===== src/rtl/assert_macros.svh =====
// ---------------------------------------------------------------------------
// assert_macros.svh
// assertion macros shared by the rtl; define NO_ASSERTIONS to drop them
// ---------------------------------------------------------------------------
`ifndef ASSERT_MACROS_SVH
`define ASSERT_MACROS_SVH

`ifndef NO_ASSERTIONS

// same-cycle implication, disabled during reset
`define BDQ_ASSERT_IMP(label, clk, rst_n, ante, cons) \
	label: assert property (@(posedge clk) disable iff (!(rst_n)) (ante) |-> (cons)) \
		else $error("bdq assertion failed");

// next-cycle implication, disabled during reset
`define BDQ_ASSERT_NXT(label, clk, rst_n, ante, cons) \
	label: assert property (@(posedge clk) disable iff (!(rst_n)) (ante) |=> (cons)) \
		else $error("bdq assertion failed");

`else

`define BDQ_ASSERT_IMP(label, clk, rst_n, ante, cons)
`define BDQ_ASSERT_NXT(label, clk, rst_n, ante, cons)

`endif

`endif


===== src/rtl/bdq_pkg.sv =====
// ---------------------------------------------------------------------------
// bdq_pkg
// types and constants of the bounded double-ended queue
// ---------------------------------------------------------------------------
package bdq_pkg;

	localparam int DEPTH    = 128;
	localparam int IDX_W    = $clog2(DEPTH);
	localparam int COUNT_W  = $clog2(DEPTH + 1);
	localparam int CAP_W    = 8;
	localparam int DATA_W   = 32;
	localparam int OP_W     = 2;
	localparam int STATUS_W = 2;
	localparam int CMP_W    = (COUNT_W > CAP_W) ? COUNT_W : CAP_W;

	localparam logic [CAP_W-1:0] CAP_RESET = CAP_W'(128);

	localparam logic [OP_W-1:0] OP_PUSH_LEFT  = 2'd0;
	localparam logic [OP_W-1:0] OP_PUSH_RIGHT = 2'd1;
	localparam logic [OP_W-1:0] OP_POP_LEFT   = 2'd2;
	localparam logic [OP_W-1:0] OP_POP_RIGHT  = 2'd3;

	localparam logic [STATUS_W-1:0] STAT_DONE  = 2'd0;
	localparam logic [STATUS_W-1:0] STAT_FULL  = 2'd1;
	localparam logic [STATUS_W-1:0] STAT_EMPTY = 2'd2;

	typedef enum logic [1:0] {
		S_IDLE,
		S_EXEC,
		S_FETCH,
		S_RESP
	} state_t;

	// controller to datapath
	typedef struct packed {
		logic take;      // capture the input transaction
		logic exec;      // perform the operation
		logic load_pop;  // capture the popped entry into the result
	} dp_cmd_t;

	// datapath to controller
	typedef struct packed {
		logic pop_ok;    // operation is a pop that will read the store
	} dp_sts_t;

endpackage


===== src/rtl/bdq_ctrl.sv =====
// ---------------------------------------------------------------------------
// bdq_ctrl
// sequencer: accept, execute, optional store read, respond
// ---------------------------------------------------------------------------
module bdq_ctrl (
	input  logic              clk,
	input  logic              arst_n,
	input  logic              start,
	input  bdq_pkg::dp_sts_t  sts,
	output bdq_pkg::dp_cmd_t  cmd,
	output logic              busy,
	output logic              done,
	output logic              cfg_ready
);

	bdq_pkg::state_t state_q;
	bdq_pkg::state_t state_nxt;

	always_ff @(posedge clk or negedge arst_n) begin
		if (!arst_n) begin
			state_q <= bdq_pkg::S_IDLE;
		end else begin
			state_q <= state_nxt;
		end
	end

	always_comb begin
		state_nxt = state_q;
		case (state_q)
			bdq_pkg::S_IDLE: begin
				if (start) begin
					state_nxt = bdq_pkg::S_EXEC;
				end
			end
			bdq_pkg::S_EXEC: begin
				state_nxt = sts.pop_ok ? bdq_pkg::S_FETCH : bdq_pkg::S_RESP;
			end
			bdq_pkg::S_FETCH: begin
				state_nxt = bdq_pkg::S_RESP;
			end
			bdq_pkg::S_RESP: begin
				state_nxt = bdq_pkg::S_IDLE;
			end
			default: begin
				state_nxt = bdq_pkg::S_IDLE;
			end
		endcase
	end

	always_comb begin
		cmd       = '0;
		busy      = 1'b1;
		done      = 1'b0;
		cfg_ready = 1'b0;
		case (state_q)
			bdq_pkg::S_IDLE: begin
				busy      = 1'b0;
				cfg_ready = 1'b1;
				cmd.take  = start;
			end
			bdq_pkg::S_EXEC: begin
				cmd.exec = 1'b1;
			end
			bdq_pkg::S_FETCH: begin
				cmd.load_pop = 1'b1;
			end
			bdq_pkg::S_RESP: begin
				done = 1'b1;
			end
			default: begin
				busy = 1'b1;
			end
		endcase
	end

endmodule


===== config.mk =====
export PLATFORM = sky130hd
export DESIGN_NAME = bdq_ctrl
export DESIGN_NICKNAME = d
export VERILOG_FILES = /design/src/rtl/assert_macros.svh /design/src/rtl/bdq_pkg.sv /design/src/rtl/bdq_ctrl.sv
export SDC_FILE = /design/constraint.sdc
export NUM_CORES = 1
export LEC_CHECK = 0
export CAP_MARGIN = 20
export CORE_AREA = 4 4 41 43
export DETAILED_ROUTE_END_ITERATION = 8
export DIE_AREA = 0 0 45 47
export DONT_BUFFER_PORTS = 1
export PLACE_DENSITY = 0.35
export SYNTH_ARGS = -nofsm -noshare
export SYNTH_HDL_FRONTEND = slang
export SYNTH_SLANG_ARGS = --single-unit

===== constraint.sdc =====
create_clock -name clk -period 1.7 [get_ports clk]
set_clock_uncertainty 0.1 [all_clocks]
set_input_delay 0.425 -clock clk [delete_from_list [all_inputs] [get_ports clk]]
set_output_delay 0.425 -clock clk [all_outputs]
set_load 0.005 [all_outputs]

==> Flow_metrics.wiki, run 1 <==
{| class="wikitable"
! Metric !! Value
|-
| Sum of overflow across all layers after global routing || 0
|-
| Top flop regs || state_q (2)
|-
| Total power density per cell area || 1980 nW/um^2
|-
| Parity-gate share of the synthesized area counting xor and xnor cells || 0%
|-
| Reg-to-reg setup timing slack || 0.43 ns
|-
| Routed length per placed instance || 10.4 um
|-
| Class of the tightest hold or removal check || in2reg
|-
| Y dimension of the die || 47 um
|-
| Highest net fanout along the worst path || 6
|-
| Number of unique standard cell types used by synthesis || 9
|-
| Post-DP HPWL || 273 um
|-
| H-tree levels || 1
|-
| Remaining antenna violation count || 0
|-
| Setup TNS Final || 0 ns
|-
| Weighted congestion reported at the end of routability-driven placement || 0.638
|-
| Fraction of the mapped netlist area in adder cells || 31.7%
|-
| Number of warning messages in the yosys log || 0
|-
| Part of the Yosys area used for sequential elements || 31.7%
|-
| CP required || 1.17 ns
|-
| Achievable frequency || 624 MHz
|-
| Minimum period implied by the final worst setup slack || 1.60 ns
|-
| Number of hold violations in the final report || 0
|-
| TritonCTS clock tree || done
|-
| Initial antenna violation count || 0
|-
| Total vias in the final route || 129
|-
| Reg clk slew, reported paths || 0.03 ns
|-
| Largest family of logic cells by synthesized area || adder cells
|-
| Largest buffer count on any clock path || 2
|-
| Worst IR drop on VDD || 593 uV
|-
| Maximum number of pins on one net before global-route repair || 7
|-
| Total global-route track usage || 4.98%
|-
| Worst relative slew slack || 88.2%
|-
| Area fraction in and, or, nand and nor cells after synthesis || 16.7%
|-
| Core area || 1300 um^2
|-
| Final wirelength || 373 um
|-
| Max-slew violation total from the final report || 0
|-
| Final instance area || 221 um^2
|-
| Worst Setup End Kind || primary output
|-
| Mapped Nets || 25
|-
| Count of maximum capacitance violations || 0
|-
| Die X || 45 um
|-
| Number of remaining DRC errors || 0
|-
| Status || complete, no violations
|-
| Worst path arrival time || 1.08 ns
|-
| Top Ports || 10
|-
| Post-synthesis average cell area || 9.27 um^2
|-
| Count of endpoints failing setup in the final report || 0
|-
| Number of sinks driven by the clock tree || 2
|-
| Post-DP Area || 176 um^2
|-
| Gate count after technology mapping || 17
|-
| # nets final || 31
|-
| Flops & latches, synth || 2
|-
| Fraction of final layout cells with drive strength greater than 1 || 38.1%
|-
| Largest register by flop count || state_q
|-
| Number of buffers created by CTS || 3
|-
| Number of I/O port buffers || 0
|-
| First-pass GRT wire length || 607 um
|-
| Fill cells || 151
|-
| Top library cells by usage in the layout, fill and taps aside || o21ai_1, ha_1, clkbuf_4, inv_2, dfrtp_1
|-
| Sort of element at the start of the critical path || flip-flop
|-
| First-pass DRT Iterations || 1
|-
| Site row count || 13
|-
| Synthesized cell area || 158 um^2
|-
| Transition time at the pin with the least slew margin || 0.177 ns
|-
| Synthesized-area fraction occupied by ao, oa, aoi and oai cells || 12.7%
|-
| Die outline area || 2120 um^2
|-
| Flip-flop count of the largest register, all copies and words added || 2
|-
| Final-layout worst hold slack || 0.319 ns
|-
| Number of global-route vias before repair || 147
|-
| DR vias/cell || 3.58
|-
| Final period utilization || 94.3%
|-
| Number of diodes || 0
|-
| DRC marker count from the first detailed-route iteration || 0
|-
| Clock latency at the later pin of the worst-skew pair || 0.22 ns
|-
| Multiplexer share of the synthesized area || 0%
|-
| P_leak || 0.101 nW
|-
| Setup repair after global routing missed its margin || false
|-
| Category of the critical setup timing path || reg2out
|-
| Effective utilization at floorplan || 12.1%
|-
| Area growth syn-to-layout || 40.5%
|-
| CTS root buf || clkbuf_4
|}
==> per-layer routing <==
metal  vias to the layer above  track usage [%]  share of wire, %
met4                         0             8.77                 0
met3                         0             3.45                20
met5                         -                0                 0
met2                        10             5.37                36
li1                         61                -                 -
met1                        58             4.57                43
==> Yosys cell counts <==
cell type | instances | area (um^2)
ha_1 | 4 | 50.1
inv_1 | 3 | 11.3
o21ai_1 | 3 | 15.0
dfrtp_1 | 2 | 50.1
and2_2 | 1 | 7.51
nand2_1 | 1 | 3.75
nand2b_2 | 1 | 8.76
nor2b_1 | 1 | 6.26
o21ai_0 | 1 | 5.00
==> power by group <==
part	leakage, nW	switching, mW	internal, mW
Clock	0.0138	0.0275	0.0779
Combinational	0.0630	0.123	0.101
Sequential	0.0239	0.0343	0.0747
Total	0.101	0.185	0.254
==> path summary, 6_finish.rpt <==
kind	startpoint	end	depth (start not counted)
setup / recovery	state_q[0]	cmd[2]	3
hold / removal	start	state_q[1]	2
setup reg to reg	state_q[1]	state_q[0]	5
hold reg to reg	state_q[0]	state_q[0]	1
max in group asynchronous	arst_n	state_q[0]	1
min in group asynchronous	arst_n	state_q[1]	1
==> area by class of cell <==
type | instances | area (um^2) | share of cell area (%)
Tap cell | 15 | 18.8 | 8.47
Sequential cell | 2 | 50.0 | 22.6
Multi-Input combinational cell | 12 | 109 | 49.2
Clock buffer | 3 | 22.5 | 10.2
Inverter | 3 | 11.3 | 5.08
Timing Repair Buffer | 1 | 10.0 | 4.52
==> cell families after synthesis <==
family,count (synthesis)
adders and majority gates,4
and+or+nand+nor,4
DFF,2
buffers and inverters,3
AOI/OAI and AO/OA,4
==> repair_timing <==
action / 4_1_cts / 5_1_grt
pin swaps: 0 / 0
hold buffers: 1 / 0
gates resized for setup: 2 / 2
setup buffers: 0 / 0
setup endpoints to repair: 1 / 1
endpoints found under the hold margin: 2 / 0
==> worst max-delay path, cell delays in order (launching register included) <==
cell     delay [ns]
dfrtp_1        0.41
inv_2          0.08
ha_4           0.18
and2_2         0.18
==> through the flow <==
step	util, %	instances	total power, mW	worst slack [ns]
global route	17.0	36	0.493	0.0195
CTS	17.0	36	0.445	0.0427
global placement	13.6	32	0.282	0.204
floorplan	-	17	0.247	0.279
finish	17.0	36	0.439	0.0975
detailed placement	13.6	32	0.292	0.175
Power figures use the tool's default switching activity.
==> inputs of run 2 (changes only) <==
CORE_AREA = 3 3 40 42   (was 4 4 41 43)
DIE_AREA = 0 0 43 45   (was 0 0 45 47)
==> run 2 against run 1 <==
- final area unchanged
- setup slack worse by 0.041 ns
- via count up 3.1%
- sequential power about the same
- critical path type unchanged
- largest power group unchanged
- highest routed layer unchanged
==> Flow_metrics.wiki, run 2 (synthesis results as in run 1) <==
{| class="wikitable"
! Metric !! Value
|-
| Status || complete, no violations (unchanged)
|-
| Fraction of final layout cells with drive strength greater than 1 || 33.3% (was 38.1%)
|-
| Clock group share of total power || 23.9% (was 24.0%)
|-
| # nets final || 31 (unchanged)
|-
| First-pass DRT Iterations || 2 (was 1)
|-
| Weighted congestion reported at the end of routability-driven placement || 0.689 (was 0.638)
|-
| TritonCTS clock tree || done (unchanged)
|-
| Final period utilization || 96.7% (was 94.3%)
|-
| Die X || 43 um (was 45 um)
|-
| Sw Share || 42.4% (was 42.1%)
|-
| Class of the tightest hold or removal check || in2reg (unchanged)
|-
| P_leak || 0.102 nW (was 0.101 nW)
|-
| Non-filler instance count after layout || 36 (unchanged)
|-
| Fill cells || 151 (unchanged)
|-
| H-tree levels || 1 (unchanged)
|-
| Y dimension of the die || 45 um (was 47 um)
|-
| Number of I/O port buffers || 0 (unchanged)
|-
| Achievable frequency || 608 MHz (was 624 MHz)
|-
| Top flop regs || state_q (2) (unchanged)
|-
| CP required || 1.17 ns (about the same)
|-
| Count of endpoints failing setup in the final report || 0 (unchanged)
|-
| Core area || 1280 um^2 (was 1300 um^2)
|-
| Worst Setup End Kind || primary output (unchanged)
|-
| Number of global-route vias before repair || 137 (was 147)
|-
| Remaining antenna violation count || 0 (unchanged)
|-
| Number of buffers created by CTS || 3 (unchanged)
|-
| Number of diodes || 0 (unchanged)
|-
| Sum of overflow across all layers after global routing || 0 (unchanged)
|-
| Minimum period implied by the final worst setup slack || 1.64 ns (was 1.60 ns)
|-
| Sequential share of power || 25.7% (was 24.8%)
|-
| Area growth syn-to-layout || 40.5% (unchanged)
|-
| Transition time at the pin with the least slew margin || 0.199 ns (was 0.177 ns)
|-
| Total vias in the final route || 133 (was 129)
|-
| Largest buffer count on any clock path || 2 (unchanged)
|-
| Total power density per cell area || 1950 nW/um^2 (was 1980 nW/um^2)
|-
| Worst slack, placed || 0.176 ns (was 0.175 ns)
|-
| DR vias/cell || 3.69 (was 3.58)
|-
| Total global-route track usage || 4.67% (was 4.98%)
|-
| Post-layout util || 17.2% (was 17.0%)
|-
| Smallest setup slack after layout || 0.0561 ns (was 0.0975 ns)
|-
| Number of sinks driven by the clock tree || 2 (unchanged)
|-
| Clock latency at the later pin of the worst-skew pair || 0.22 ns (about the same)
|-
| Final wirelength || 374 um (was 373 um)
|-
| Routed length per placed instance || 10.4 um (about the same)
|-
| Number of hold violations in the final report || 0 (unchanged)
|-
| DRC marker count from the first detailed-route iteration || 1 (was 0)
|-
| Initial antenna violation count || 0 (unchanged)
|-
| Max-slew violation total from the final report || 0 (unchanged)
|-
| Switching power summed over all nets || 0.184 mW (was 0.185 mW)
|-
| CTS root buf || clkbuf_4 (unchanged)
|-
| Total power draw || 0.432 mW (was 0.439 mW)
|-
| Count of maximum capacitance violations || 0 (unchanged)
|-
| Category of the critical setup timing path || reg2out (unchanged)
|-
| Worst relative slew slack || 86.8% (was 88.2%)
|-
| Setup repair after global routing missed its margin || false (unchanged)
|-
| Total instance count after detailed placement || 32 (unchanged)
|-
| Setup TNS Final || 0 ns (unchanged)
|-
| Worst IR drop on VDD || 582 uV (was 593 uV)
|-
| Reg clk slew, reported paths || 0.03 ns (about the same)
|-
| Effective utilization at floorplan || 12.3% (was 12.1%)
|-
| Top library cells by usage in the layout, fill and taps aside || o21ai_1, ha_1, clkbuf_4, inv_1, dfrtp_1 (was o21ai_1, ha_1, clkbuf_4, inv_2, dfrtp_1)
|-
| Flip-flop count of the largest register, all copies and words added || 2 (unchanged)
|-
| Top Ports || 10 (unchanged)
|-
| Largest register by flop count || state_q (unchanged)
|-
| Site row count || 13 (unchanged)
|-
| Worst path arrival time || 1.12 ns (was 1.08 ns)
|-
| Number of remaining DRC errors || 0 (unchanged)
|-
| Die outline area || 1940 um^2 (was 2120 um^2)
|-
| Highest net fanout along the worst path || 6 (unchanged)
|-
| Sort of element at the start of the critical path || flip-flop (unchanged)
|-
| Maximum number of pins on one net before global-route repair || 7 (unchanged)
|-
| Combinational share of power || 50.4% (was 51.1%)
|-
| Internal power component || 0.249 mW (was 0.254 mW)
|-
| First-pass GRT wire length || 552 um (was 607 um)
|}
[run 2: routing by layer]
layer | wire length (um) | vias to the layer above | GRT usage [%]
met1 | 175 | 61 | 4.35
met3 | 63 | 0 | 5.18
met4 | 0 | 0 | 5.42
met2 | 135 | 9 | 4.79
met5 | 0 | - | 0
li1 | - | 63 | -
[run 2: final timing paths]
check | start | endpoint | slack, ns | cells after the start
worst max-delay path | state_q[1] | cmd[2] | 0.06 | 3
worst min-delay path | start | state_q[1] | 0.32 | 2
worst max register to register | state_q[1] | state_q[0] | 0.36 | 5
worst min register to register | state_q[0] | state_q[0] | 0.47 | 1
max in group asynchronous | arst_n | state_q[0] | 1.04 | 1
min in group asynchronous | arst_n | state_q[1] | 0.34 | 1
[run 2: power by group through the flow]
stage	Combinational (mW)	Clock (mW)	Sequential (mW)
3_3_place_gp	0.179	0	0.104
2_1_floorplan	0.150	0	0.0972
4_1_cts	0.222	0.111	0.107
3_5_place_dp	0.185	0	0.108
6_report	0.218	0.103	0.111
5_1_grt	0.250	0.117	0.113
[run 2: area by class of cell]
type / count / area [um^2] / share of cell area, %
inverters: 3 / 11.3 / 5.08
flip-flops and latches: 2 / 50.0 / 22.6
well taps: 15 / 18.8 / 8.47
clock buffers: 3 / 22.5 / 10.2
multi-input cells: 12 / 109 / 49.2
repair buffers: 1 / 10.0 / 4.52
[run 2: through the flow]
stage / hold slack [ns] / instance area (um^2)
after floorplan: 0.0294 / 158
after global placement: 0.0295 / 176
after detailed placement: 0.0295 / 176
after CTS: 0.313 / 221
after global routing: 0.327 / 221
final: 0.320 / 221
[run 2: what timing repair did]
action                                 in CTS  in global routing
setup endpoints to repair                   1                  1
hold buffers                                1                  0
cloned                                      0                  0
endpoints found under the hold margin       2                  0
setup buffers                               0                  0
gates resized for setup                     2                  1
[run 2: critical path, cell delays in order (launching register included)]
cell     delay, ns
dfrtp_1       0.41
inv_1         0.15
ha_4          0.19
and2_2        0.15
